===== src/fifo_queue_move_nth_to_rear_macros.svh =====
// assertion macros used by fifo_queue_move_nth_to_rear.sv
`ifndef FIFO_QUEUE_MOVE_NTH_TO_REAR_MACROS_SVH
`define FIFO_QUEUE_MOVE_NTH_TO_REAR_MACROS_SVH

// same-cycle implication
`define FQMR_ASSERT_IMPL(label, ante, cons) \
  label: assert property (@(posedge clk) disable iff (rst) (ante) |-> (cons)) \
    else $error("fqmr assertion failed");

// next-cycle implication
`define FQMR_ASSERT_NEXT(label, ante, cons) \
  label: assert property (@(posedge clk) disable iff (rst) (ante) |=> (cons)) \
    else $error("fqmr assertion failed");

`endif


===== src/fqmr_pkg.sv =====
`timescale 1ns / 1ps

package fqmr_pkg;

  localparam int DEPTH       = 16;
  localparam int ADDR_W      = $clog2(DEPTH);
  localparam int CNT_W       = $clog2(DEPTH + 1);
  localparam int SUM_W       = CNT_W + 1;
  localparam int DATA_W      = 32;
  localparam int POS_W       = 5;
  localparam int OCC_W       = 5;
  localparam int OP_W        = 2;
  localparam int ST_W        = 2;
  localparam int CMP_W       = (CNT_W > POS_W) ? CNT_W : POS_W;
  localparam int IN_TDATA_W  = 40;
  localparam int OUT_TDATA_W = 40;

  localparam logic [OP_W-1:0] OP_ENQ  = 2'd0;
  localparam logic [OP_W-1:0] OP_DEQ  = 2'd1;
  localparam logic [OP_W-1:0] OP_MOVE = 2'd2;

  localparam logic [ST_W-1:0] ST_OK     = 2'd0;
  localparam logic [ST_W-1:0] ST_UNDER  = 2'd1;
  localparam logic [ST_W-1:0] ST_OVER   = 2'd2;
  localparam logic [ST_W-1:0] ST_BADPOS = 2'd3;

  typedef struct packed {
    logic              we;
    logic [ADDR_W-1:0] waddr;
    logic [DATA_W-1:0] wdata;
    logic [ADDR_W-1:0] raddr;
  } ram_req_t;

  // physical slot of a logical position counted from the head
  function automatic logic [ADDR_W-1:0] slot_of(input logic [ADDR_W-1:0] head,
                                                input logic [CNT_W-1:0] logical);
    logic [SUM_W-1:0] sum;
    sum = SUM_W'(head) + SUM_W'(logical);
    if (sum >= SUM_W'(DEPTH)) begin
      sum = sum - SUM_W'(DEPTH);
    end
    return sum[ADDR_W-1:0];
  endfunction

endpackage


===== src/fifo_queue_move_nth_to_rear.sv =====
`timescale 1ns / 1ps
// channel  dir  handshake            payload
// s        in   s_tvalid / s_tready  tdata: value, position; tuser: operation
// m        out  m_tvalid / m_tready  tdata: data, status, occupancy
//
// enqueue, errors and no-op moves go straight to the result; dequeue passes S_DEQ (registered ram read)
// a move goes through S_MV_HOLD, then S_MV_SHIFT with one shift per cycle, then S_MV_LAST,
// through the single ram port pair and the shared slot adder
// synchronous reset empties the queue; ram contents are not cleared
// s_tready is low while an item is in work; a finished result waits for m_tready

`include "fifo_queue_move_nth_to_rear_macros.svh"

module fifo_queue_move_nth_to_rear (
  input  logic                                  clk,
  input  logic                                  rst,
  input  logic                                  s_tvalid,
  output logic                                  s_tready,
  input  logic [fqmr_pkg::IN_TDATA_W-1:0]       s_tdata,  // value[31:0], position[36:32]
  input  logic [fqmr_pkg::OP_W-1:0]             s_tuser,  // operation[1:0]
  output logic                                  m_tvalid,
  input  logic                                  m_tready,
  output logic [fqmr_pkg::OUT_TDATA_W-1:0]      m_tdata   // data[31:0], status[33:32],
                                                          // occupancy[38:34]
);

  typedef enum logic [5:0] {
    S_IDLE     = 6'b000001,
    S_DEQ      = 6'b000010,
    S_MV_HOLD  = 6'b000100,
    S_MV_SHIFT = 6'b001000,
    S_MV_LAST  = 6'b010000,
    S_DONE     = 6'b100000
  } state_t;

  state_t                           state, state_next;
  logic [fqmr_pkg::ADDR_W-1:0]      head, head_next;
  logic [fqmr_pkg::CNT_W-1:0]       count, count_next;
  logic [fqmr_pkg::CNT_W-1:0]       rd_log, rd_log_next;
  logic [fqmr_pkg::ADDR_W-1:0]      wr_slot, wr_slot_next;
  logic [fqmr_pkg::ADDR_W-1:0]      raddr_q;
  logic [fqmr_pkg::DATA_W-1:0]      held, held_next;
  logic [fqmr_pkg::DATA_W-1:0]      res_data, res_data_next;
  logic [fqmr_pkg::ST_W-1:0]        res_status, res_status_next;
  logic [fqmr_pkg::DATA_W-1:0]      out_data;
  logic [fqmr_pkg::ST_W-1:0]        out_status;
  logic [fqmr_pkg::OCC_W-1:0]       out_occ;

  logic [fqmr_pkg::DATA_W-1:0]      in_value;
  logic [fqmr_pkg::POS_W-1:0]       in_pos;
  logic [fqmr_pkg::CMP_W-1:0]       pos_c, count_c;
  logic                             accept;
  logic                             out_free;
  logic [fqmr_pkg::CNT_W-1:0]       logical;
  logic [fqmr_pkg::ADDR_W-1:0]      slot;
  fqmr_pkg::ram_req_t               ram_req;
  logic [fqmr_pkg::DATA_W-1:0]      rdata;

  assign in_value = s_tdata[fqmr_pkg::DATA_W-1:0];
  assign in_pos   = s_tdata[fqmr_pkg::DATA_W +: fqmr_pkg::POS_W];
  assign pos_c    = fqmr_pkg::CMP_W'(in_pos);
  assign count_c  = fqmr_pkg::CMP_W'(count);
  assign s_tready = (state == S_IDLE);
  assign accept   = s_tvalid && s_tready;
  assign out_free = !m_tvalid || m_tready;

  // shared slot adder input
  always_comb begin
    if (state == S_IDLE) begin
      case (s_tuser)
        fqmr_pkg::OP_ENQ:  logical = count;
        fqmr_pkg::OP_MOVE: logical = fqmr_pkg::CNT_W'(pos_c - fqmr_pkg::CMP_W'(1));
        default:           logical = '0;
      endcase
    end else begin
      logical = rd_log + fqmr_pkg::CNT_W'(1);
    end
  end

  assign slot = fqmr_pkg::slot_of(head, logical);

  always_comb begin
    state_next      = state;
    head_next       = head;
    count_next      = count;
    rd_log_next     = rd_log;
    wr_slot_next    = wr_slot;
    held_next       = held;
    res_data_next   = res_data;
    res_status_next = res_status;
    ram_req.we      = 1'b0;
    ram_req.waddr   = wr_slot;
    ram_req.wdata   = rdata;
    ram_req.raddr   = slot;
    case (state)
      S_IDLE: begin
        if (accept) begin
          res_data_next   = '0;
          res_status_next = fqmr_pkg::ST_OK;
          state_next      = S_DONE;
          case (s_tuser)
            fqmr_pkg::OP_ENQ: begin
              if (count >= fqmr_pkg::CNT_W'(fqmr_pkg::DEPTH)) begin
                res_status_next = fqmr_pkg::ST_OVER;
              end else begin
                ram_req.we    = 1'b1;
                ram_req.waddr = slot;
                ram_req.wdata = in_value;
                count_next    = count + fqmr_pkg::CNT_W'(1);
              end
            end
            fqmr_pkg::OP_DEQ: begin
              if (count == '0) begin
                res_status_next = fqmr_pkg::ST_UNDER;
              end else begin
                head_next  = (head == fqmr_pkg::ADDR_W'(fqmr_pkg::DEPTH - 1)) ?
                             '0 : head + fqmr_pkg::ADDR_W'(1);
                count_next = count - fqmr_pkg::CNT_W'(1);
                state_next = S_DEQ;
              end
            end
            fqmr_pkg::OP_MOVE: begin
              if (count <= fqmr_pkg::CNT_W'(1) || pos_c == count_c) begin
                res_status_next = fqmr_pkg::ST_OK;
              end else if (pos_c == '0 || pos_c > count_c) begin
                res_status_next = fqmr_pkg::ST_BADPOS;
              end else begin
                rd_log_next = logical;
                state_next  = S_MV_HOLD;
              end
            end
            default: begin
              res_status_next = fqmr_pkg::ST_OK;
            end
          endcase
        end
      end
      S_DEQ: begin
        res_data_next = rdata;
        state_next    = S_DONE;
      end
      S_MV_HOLD: begin
        held_next    = rdata;
        wr_slot_next = raddr_q;
        rd_log_next  = logical;
        state_next   = S_MV_SHIFT;
      end
      S_MV_SHIFT: begin
        ram_req.we   = 1'b1;
        wr_slot_next = raddr_q;
        if (logical < count) begin
          rd_log_next = logical;
        end else begin
          state_next = S_MV_LAST;
        end
      end
      S_MV_LAST: begin
        ram_req.we    = 1'b1;
        ram_req.wdata = held;
        state_next    = S_DONE;
      end
      S_DONE: begin
        if (out_free) begin
          state_next = S_IDLE;
        end
      end
      default: begin
        state_next = S_IDLE;
      end
    endcase
  end

  fqmr_ram u_ram (
    .clk   (clk),
    .req   (ram_req),
    .rdata (rdata)
  );

  always_ff @(posedge clk) begin
    if (rst) begin
      state    <= S_IDLE;
      head     <= '0;
      count    <= '0;
      m_tvalid <= 1'b0;
    end else begin
      state <= state_next;
      head  <= head_next;
      count <= count_next;
      if (state == S_DONE && out_free) begin
        m_tvalid <= 1'b1;
      end else if (m_tready) begin
        m_tvalid <= 1'b0;
      end
    end
  end

  always_ff @(posedge clk) begin
    rd_log     <= rd_log_next;
    wr_slot    <= wr_slot_next;
    raddr_q    <= ram_req.raddr;
    held       <= held_next;
    res_data   <= res_data_next;
    res_status <= res_status_next;
    if (state == S_DONE && out_free) begin
      out_data   <= res_data;
      out_status <= res_status;
      out_occ    <= fqmr_pkg::OCC_W'(count);
    end
  end

  assign m_tdata = {1'b0, out_occ, out_status, out_data};

  `FQMR_ASSERT_IMPL(a_count_bound, 1'b1, count <= fqmr_pkg::CNT_W'(fqmr_pkg::DEPTH))
  `FQMR_ASSERT_NEXT(a_busy_after_accept, accept, !s_tready)
  `FQMR_ASSERT_IMPL(a_over_full, m_tvalid && out_status == fqmr_pkg::ST_OVER, out_occ == fqmr_pkg::OCC_W'(fqmr_pkg::DEPTH))
  `FQMR_ASSERT_IMPL(a_under_empty, m_tvalid && out_status == fqmr_pkg::ST_UNDER, out_occ == '0 && out_data == '0)

endmodule


===== src/fqmr_ram.sv =====
`timescale 1ns / 1ps

module fqmr_ram (
  input  logic                         clk,
  input  fqmr_pkg::ram_req_t           req,
  output logic [fqmr_pkg::DATA_W-1:0]  rdata
);

  logic [fqmr_pkg::DATA_W-1:0] mem [fqmr_pkg::DEPTH];

  always_ff @(posedge clk) begin
    if (req.we) begin
      mem[req.waddr] <= req.wdata;
    end
    rdata <= mem[req.raddr];
  end

endmodule


===== config.mk =====
export PLATFORM = sky130hd
export DESIGN_NAME = fifo_queue_move_nth_to_rear
export DESIGN_NICKNAME = d
export VERILOG_FILES = /design/src/fqmr_pkg.sv /design/src/fifo_queue_move_nth_to_rear.sv /design/src/fqmr_ram.sv
export VERILOG_INCLUDE_DIRS = /design/src /design/src/src
export SDC_FILE = /design/constraint.sdc
export NUM_CORES = 1
export LEC_CHECK = 0
export BUFFER_PORTS_ARGS = -buffer_cell sky130_fd_sc_hd__buf_2
export CAP_MARGIN = 20
export CORE_MARGIN = 4
export CORE_UTILIZATION = 31
export DETAILED_ROUTE_END_ITERATION = 10
export PLACE_DENSITY_LB_ADDON = 0.25
export RECOVER_POWER = 100
export REMOVE_ABC_BUFFERS = 1
export SYNTH_ARGS = -nofsm -noshare
export SYNTH_HDL_FRONTEND = slang
export SYNTH_HIERARCHICAL = 1
export SYNTH_SLANG_ARGS = --single-unit

===== constraint.sdc =====
create_clock -name clk -period 9.65 [get_ports clk]
set_clock_uncertainty 0.1 [all_clocks]
set_input_delay 1.4475 -clock clk [delete_from_list [all_inputs] [get_ports clk]]
set_output_delay 1.4475 -clock clk [all_outputs]
set_load 0.01 [all_outputs]

==> impl_metrics.py, run 1 <==
metrics = {
    "run_status": {
        "status": "finished with violations",
        "violations": "capacitance limit, slew limit",
    },
    "critical_path": {
        "path_cells": "clkbuf_1 -> inv_1 -> ha_1 -> nor2b_1 -> and2_0 -> clkbuf_1 -> nor2_1 -> nor2_1 -> nand3_1 -> nor3_1 -> clkbuf_1",
        "worstPathRequired_ns": 9.72,
        "cp_max_fo": 20,
        "cp_num_buf_inv": 4,
        "critPathKind": "input port to flop",
        "endpoint_kind": "flop",
        "worstPathArrival_ns": 7.43,
        "cpPeakStageDelay_ns": 1.43,
        "cp_top_family": "simple AND/OR/NAND/NOR gates",
        "crit_top_cell": "clkbuf_1",
        "slowest_stage": "clkbuf_1",
        "crit_path_start_kind": "input port",
    },
    "routing": {
        "drc": 0,
        "ant_nets": 0,
        "wl_per_cell_um": 23.4,
        "drt-vias-per-instance": 4.98,
        "vias": 12820,
        "drt-initial-drc-count": 960,
        "drt-pass1-iter-count": 7,
        "finalWirelength_um": 60400,
    },
    "yosys": {
        "syn_inst": 1323,
        "synth_top_area_share_pct": 72.6,
        "ys.flop_type": "edfxtp_1",
        "yosysTopAreaCell": "edfxtp_1",
        "synth_cell_types": 59,
        "synth_area_leaders": "edfxtp_1, mux4_2, dfxtp_1, a22oi_1, nand2_1",
        "synthArstFlopShare_pct": 0,
        "yosysSeqAreaShare_pct": 76.7,
        "synthTopCellsByCount": "edfxtp_1, mux4_2, nand2_1",
        "syn_area_um2": 25900,
        "yosysMostFrequentCell": "edfxtp_1",
        "synth_edf_count": 626,
        "synth-seq-cells": 678,
        "avgSynthCellArea_um2": 19.6,
        "synth_warnings": 6,
    },
    "pwr": {
        "leakage_uw": 0.00954,
        "power.total_uw": 7410,
        "peakVddDrop_mv": 0.150,
        "power_density_nw_per_um2": 248,
    },
    "global_route": {
        "antenna_found_initial": 2,
        "grt_usage_pct": 13.5,
        "grt_start_max_net_pins": 97,
        "grt_pass1_wl_um": 88500,
        "first_global_vias": 13201,
        "gr-total-overflow": 0,
    },
    "clock_tree": {
        "clockRootBuffer": "clkbuf_16",
        "cts_resized": 0,
        "htreeDepth": 3,
        "cts_max_path_buffers": 3,
        "cts_tree": "done",
        "path_clk_slew_ns": 0.06,
        "hold_buffers": 0,
        "clock-sinks": 678,
        "worstSkewPairLatency_ns": 0.61,
        "post-cts-setup-buffers": 0,
        "cts_buffers": 73,
    },
    "placement": {
        "hpwl_um": 32000,
        "place_congestion": 0.785,
        "portBuffers": 83,
        "dpl_cell_area_um2": 27800,
    },
    "sta": {
        "rsz0062_at_grt": "false",
        "finalCriticalPeriod_ns": 7.36,
        "tightest_slew_ns": 3.02,
        "slew_headroom_pct": -101,
        "hold_viol": 0,
        "tns_ns": 0,
        "setup_viol": 0,
        "fin_crit_sh_pct": 76.3,
        "slew_viol_final": 231,
        "fmax_mhz": 136,
    },
    "run": {
        "max_cap_viol_count": 8,
    },
    "floorplanning": {
        "die_y_um": 297,
        "core_um2": 82400,
        "die_area_um2": 88200,
        "io_pins": 88,
        "die_w_um": 297,
        "fp-row-count": 105,
        "start_util_pct": 31.4,
    },
    "layout": {
        "final_util_pct": 36.2,
        "nNetsFinal": 1514,
        "drive_gt1_share_pct": 20.5,
        "fillers": 7553,
        "fin_area_um2": 29800,
        "synthToLayoutAreaGrowth_pct": 15.3,
    },
    "min_path": {
        "hp-class": "flop to flop",
    },
}
## worst register-to-register path: cells and delay by family, from the launching register on
family,cells,cell delay (ns)
simple gates,7,3.31
flops,1,0.47
buf+inv,3,2.92
## cell families after synthesis
| family | after synthesis | share of synthesized area [%] |
|---|---|---|
| DFF | 678 | 76.7 |
| and+or+nand+nor | 243 | 4.55 |
| AOI/OAI and AO/OA | 149 | 4.32 |
| muxes | 134 | 11.4 |
| buffers and inverters | 81 | 1.41 |
| adders and majority gates | 23 | 1.14 |
| xor gates and xnor gates | 14 | 0.503 |
| other | 1 | 0.0145 |
## routing by layer
layer / part of all wire, % / vias up / routed length, µm / GRT usage, %
met5: 0 / - / 0 / 0
met4: 1.7 / 0 / 1000 / 2.90
met3: 4.7 / 77 / 2820 / 2.64
met2: 48 / 299 / 29000 / 21.8
met1: 46 / 6823 / 27500 / 18.9
li1: - / 5621 / - / -
## worst paths after layout
check                                  start                end  slack [ns]  cells after the start
worst min-delay path            res_data[17]       out_data[17]        0.30                      0
worst max-delay path              s_tuser[1]  u_ram/mem[12][28]        2.29                     11
worst max register to register      state[0]  u_ram/mem[12][28]        2.40                     10
worst min register to register  res_data[17]       out_data[17]        0.30                      0
## layout by cell type (no fill, tap or decap), types with 3 or more instances in the layout
cell type  netlist  layout
edfxtp_1       626     626
mux4_2         128     128
nand2_1        114     114
a22oi_1         99      99
clkbuf_1        30      76
clkbuf_16        0      75
dfxtp_1         52      52
buf_2           15      40
and2_0           0      25
buf_4           11      23
ha_1            22      22
nor2_1          34      20
nor3_1          14      15
nor2_4           0      14
inv_1           13      14
clkinv_1         0      13
a21oi_1         12      11
and2_1          36      11
o21ai_0          7       9
xnor2_1          8       9
clkinv_2         0       9
nand3_1          8       8
nor4_1           5       5
xor2_1           5       5
nand2b_1         5       5
nand3b_1         4       4
a31oi_1          4       4
clkbuf_8         0       4
clkinv_8         0       4
nor2b_1          5       3
mux2i_1          3       3
a2bb2oi_1        2       3
mux2_1           0       3
and4b_1          3       3
## metrics by stage
stage | setup slack (ns) | std cells | hold WS, ns
finish | 2.29 | 2575 | 0.304
global route | 1.82 | 2574 | 0.312
CTS | 3.78 | 2574 | 0.307
detailed placement | 3.13 | 2440 | 0.292
global placement | 2.99 | 2438 | 0.287
floorplan | 0.0397 | 1256 | 0.286
## cell type report
| cell class | instances | area [µm²] | share of cell area [%] |
|---|---|---|---|
| Multi-Input combinational cell | 564 | 5760 | 19.3 |
| Inverter | 14 | 52.6 | 0.176 |
| Clock buffer | 105 | 2030 | 6.80 |
| Antenna cell | 1 | 2.50 | 0.00839 |
| Sequential cell | 678 | 19800 | 66.5 |
| Tap cell | 1070 | 1340 | 4.49 |
| Timing Repair Buffer | 114 | 581 | 1.95 |
| Clock inverter | 29 | 228 | 0.763 |
## sequential cells by signal, indices dropped and copies added (netlist names)
| name | cells |
|---|---|
| res_status | 2 |
| state | 6 |
| count | 5 |
| head | 4 |
| u_ram/mem | 512 |
| u_ram/rdata | 32 |
| out_data | 32 |
| rd_log | 5 |
| wr_slot | 4 |
| res_data | 32 |
| out_status | 2 |
| raddr_q | 4 |
| m_tvalid | 1 |
| held | 32 |
| out_occ | 5 |
## power by group
part	total, µW	internal [µW]	switching [µW]
logic	1040	351	692
registers	3740	3670	71.7
clock network	2620	1520	1100
total	7410	5540	1870
No activity file was read; power rests on OpenSTA's default activity.
==> inputs of run 2 (changes only) <==
==> constraint.sdc (replaced) <==
create_clock -name clk -period 6.35 [get_ports clk]
set_clock_uncertainty 0.1 [all_clocks]
set_input_delay 0.9525 -clock clk [delete_from_list [all_inputs] [get_ports clk]]
set_output_delay 0.9525 -clock clk [all_outputs]
set_load 0.01 [all_outputs]
==> impl_metrics.py, run 2 (same netlist as run 1, synthesis figures left out) <==
metrics = {
    "floorplanning": {
        "fp-row-count": 105,
        "die_y_um": 297,
        "io_pins": 88,
        "start_util_pct": 31.4,
        "core_um2": 82400,
        "die_w_um": 297,
        "die_area_um2": 88200,
    },
    "sta": {
        "slew_viol_final": 159,
        "slew_headroom_pct": -93.9,
        "setup_viol": 0,
        "worst_slack_ns": 0.942,
        "hold_viol": 0,
        "fmax_mhz": 185,
        "tightest_slew_ns": 2.91,
        "finalCriticalPeriod_ns": 5.41,
        "fin_crit_sh_pct": 85.2,
        "rsz0062_at_grt": "false",
    },
    "global_route": {
        "grtUsageMet2_pct": 22.0,
        "grt_start_max_net_pins": 130,
        "first_global_vias": 13304,
        "grt_usage_pct": 13.3,
        "globalRouteMet3Util_pct": 2.41,
        "antenna_found_initial": 1,
        "grt_pass1_wl_um": 88200,
        "use_met1_pct": 18.5,
        "top_usage_layer": "met2",
        "gr-total-overflow": 0,
    },
    "layout": {
        "largest_reg_flops": 512,
        "nNetsFinal": 1518,
        "fillers": 7608,
        "drive_gt1_share_pct": 22.6,
        "top_register": "u_ram/mem",
        "layout_common_cells": "edfxtp_1, mux4_2, nand2_1",
        "fin_area_um2": 30100,
        "synthToLayoutAreaGrowth_pct": 16.3,
        "final_common_cell": "edfxtp_1",
    },
    "run_status": {
        "violations": "capacitance limit, slew limit",
        "status": "finished with violations",
    },
    "clock_tree": {
        "worstSkewPairLatency_ns": 0.61,
        "clock-sinks": 678,
        "cts_tree": "done",
        "hold_buffers": 0,
        "htreeDepth": 3,
        "post-cts-setup-buffers": 0,
        "cts_resized": 0,
        "cts_max_path_buffers": 3,
        "cts_buffers": 72,
        "clockRootBuffer": "clkbuf_16",
        "path_clk_slew_ns": 0.06,
    },
    "pwr": {
        "leakage_uw": 0.00969,
        "power_density_nw_per_um2": 384,
        "power.total_uw": 11600,
        "peakVddDrop_mv": 0.215,
    },
    "routing": {
        "drt-vias-per-instance": 4.93,
        "finalWirelength_um": 59400,
        "ant_nets": 0,
        "wl_per_cell_um": 23.0,
        "drc": 0,
        "drt-pass1-iter-count": 5,
        "drt-initial-drc-count": 1014,
        "vias": 12725,
    },
    "critical_path": {
        "crit_cells": 14,
        "critPathKind": "flop to flop",
        "crit_top_cell": "a21oi_1",
        "worstPathArrival_ns": 5.53,
        "slowest_stage": "xnor2_1",
        "cpPeakStageDelay_ns": 0.63,
        "cp_top_family": "simple AND/OR/NAND/NOR gates",
        "crit_path_start_kind": "flop",
        "worstRegToRegCells": 14,
        "worstPathRequired_ns": 6.47,
        "cp_max_fo": 15,
        "path_cells": "or4b_1 -> nor3_4 -> nor2_1 -> a21oi_1 -> clkbuf_1 -> ha_1 -> a21o_1 -> a21oi_1 -> xor2_1 -> xnor2_1 -> mux2_1 -> nand3_1 -> nor3_1 -> clkbuf_2",
        "cp_num_buf_inv": 2,
        "endpoint_kind": "flop",
    },
    "placement": {
        "portBuffers": 83,
        "hpwl_um": 31800,
        "place_worst_setup_slack_ns": 1.17,
        "dpl_cell_area_um2": 27800,
        "place_congestion": 0.778,
    },
    "min_path": {
        "whs_path_depth": 0,
        "hp-class": "flop to flop",
    },
    "run": {
        "max_cap_viol_count": 5,
    },
}
-- run 2: cell types whose count changed in the layout (fill, tap and decap cells not counted), moves of 2 or more --
cell	previous run	this run
mux2_2	0	2
clkbuf_16	75	73
clkinv_2	9	17
mux2_1	3	1
buf_12	1	4
diode_2	1	3
clkbuf_1	76	63
clkinv_1	13	5
clkbuf_2	0	13
inv_6	1	3
bufinv_16	2	9
clkinv_8	4	2
buf_4	23	16
-- run 2: final timing paths --
check	start	end	slack, ns
worst max-delay path	state[0]	u_ram/mem[12][14]	0.94
worst min-delay path	raddr_q[0]	wr_slot[0]	0.30
worst max register to register	state[0]	u_ram/mem[12][14]	0.94
worst min register to register	raddr_q[0]	wr_slot[0]	0.30
-- run 2: area by class of cell --
| cell class | instances | area, µm² | area share (%) |
|---|---|---|---|
| flip-flops and latches | 678 | 19800 | 65.9 |
| multi-input cells | 564 | 5800 | 19.3 |
| clock buffers | 96 | 1960 | 6.52 |
| inverters | 14 | 52.6 | 0.175 |
| well taps | 1070 | 1340 | 4.45 |
| clock inverters | 38 | 460 | 1.53 |
| diodes | 3 | 7.51 | 0.0249 |
| repair buffers | 119 | 639 | 2.12 |
-- run 2: power by group --
| part | leakage, µW | internal [µW] | switching [µW] | total [µW] |
|---|---|---|---|---|
| Clock | 0.00120 | 2560 | 1720 | 4280 |
| Sequential | 0.00612 | 5570 | 107 | 5680 |
| Combinational | 0.00237 | 533 | 1060 | 1590 |
-- run 2: metrics by stage --
| stage | setup TNS [ns] | instances | util [%] | hold slack (ns) |
|---|---|---|---|---|
| after floorplan | -1220.33 | 1256 | - | 0.286 |
| after global placement | 0 | 2445 | 33.8 | 0.288 |
| after detailed placement | 0 | 2445 | 33.8 | 0.290 |
| after CTS | 0 | 2579 | 36.7 | 0.304 |
| after global routing | 0 | 2579 | 36.5 | 0.307 |
| final | 0 | 2582 | 36.5 | 0.305 |
-- run 2: per-layer routing --
metal | wire length (µm) | vias to the layer above | share of wire, %
met3 | 2480 | 75 | 4.2
met1 | 27200 | 6740 | 46
li1 | - | 5625 | -
met5 | 0 | - | 0
met2 | 28800 | 285 | 49
met4 | 865 | 0 | 1.5
-- run 2: worst register-to-register path, delay by kind of cell (launching register included) --
kind                       cells  cell delay (ns)
adders and majority gates      1             0.29
DFF                            1             0.47
xor gates and xnor gates       2             0.73
muxes                          1             0.30
AOI/OAI and AO/OA              3             0.50
buffers and inverters          2             0.81
and+or+nand+nor                5             1.79
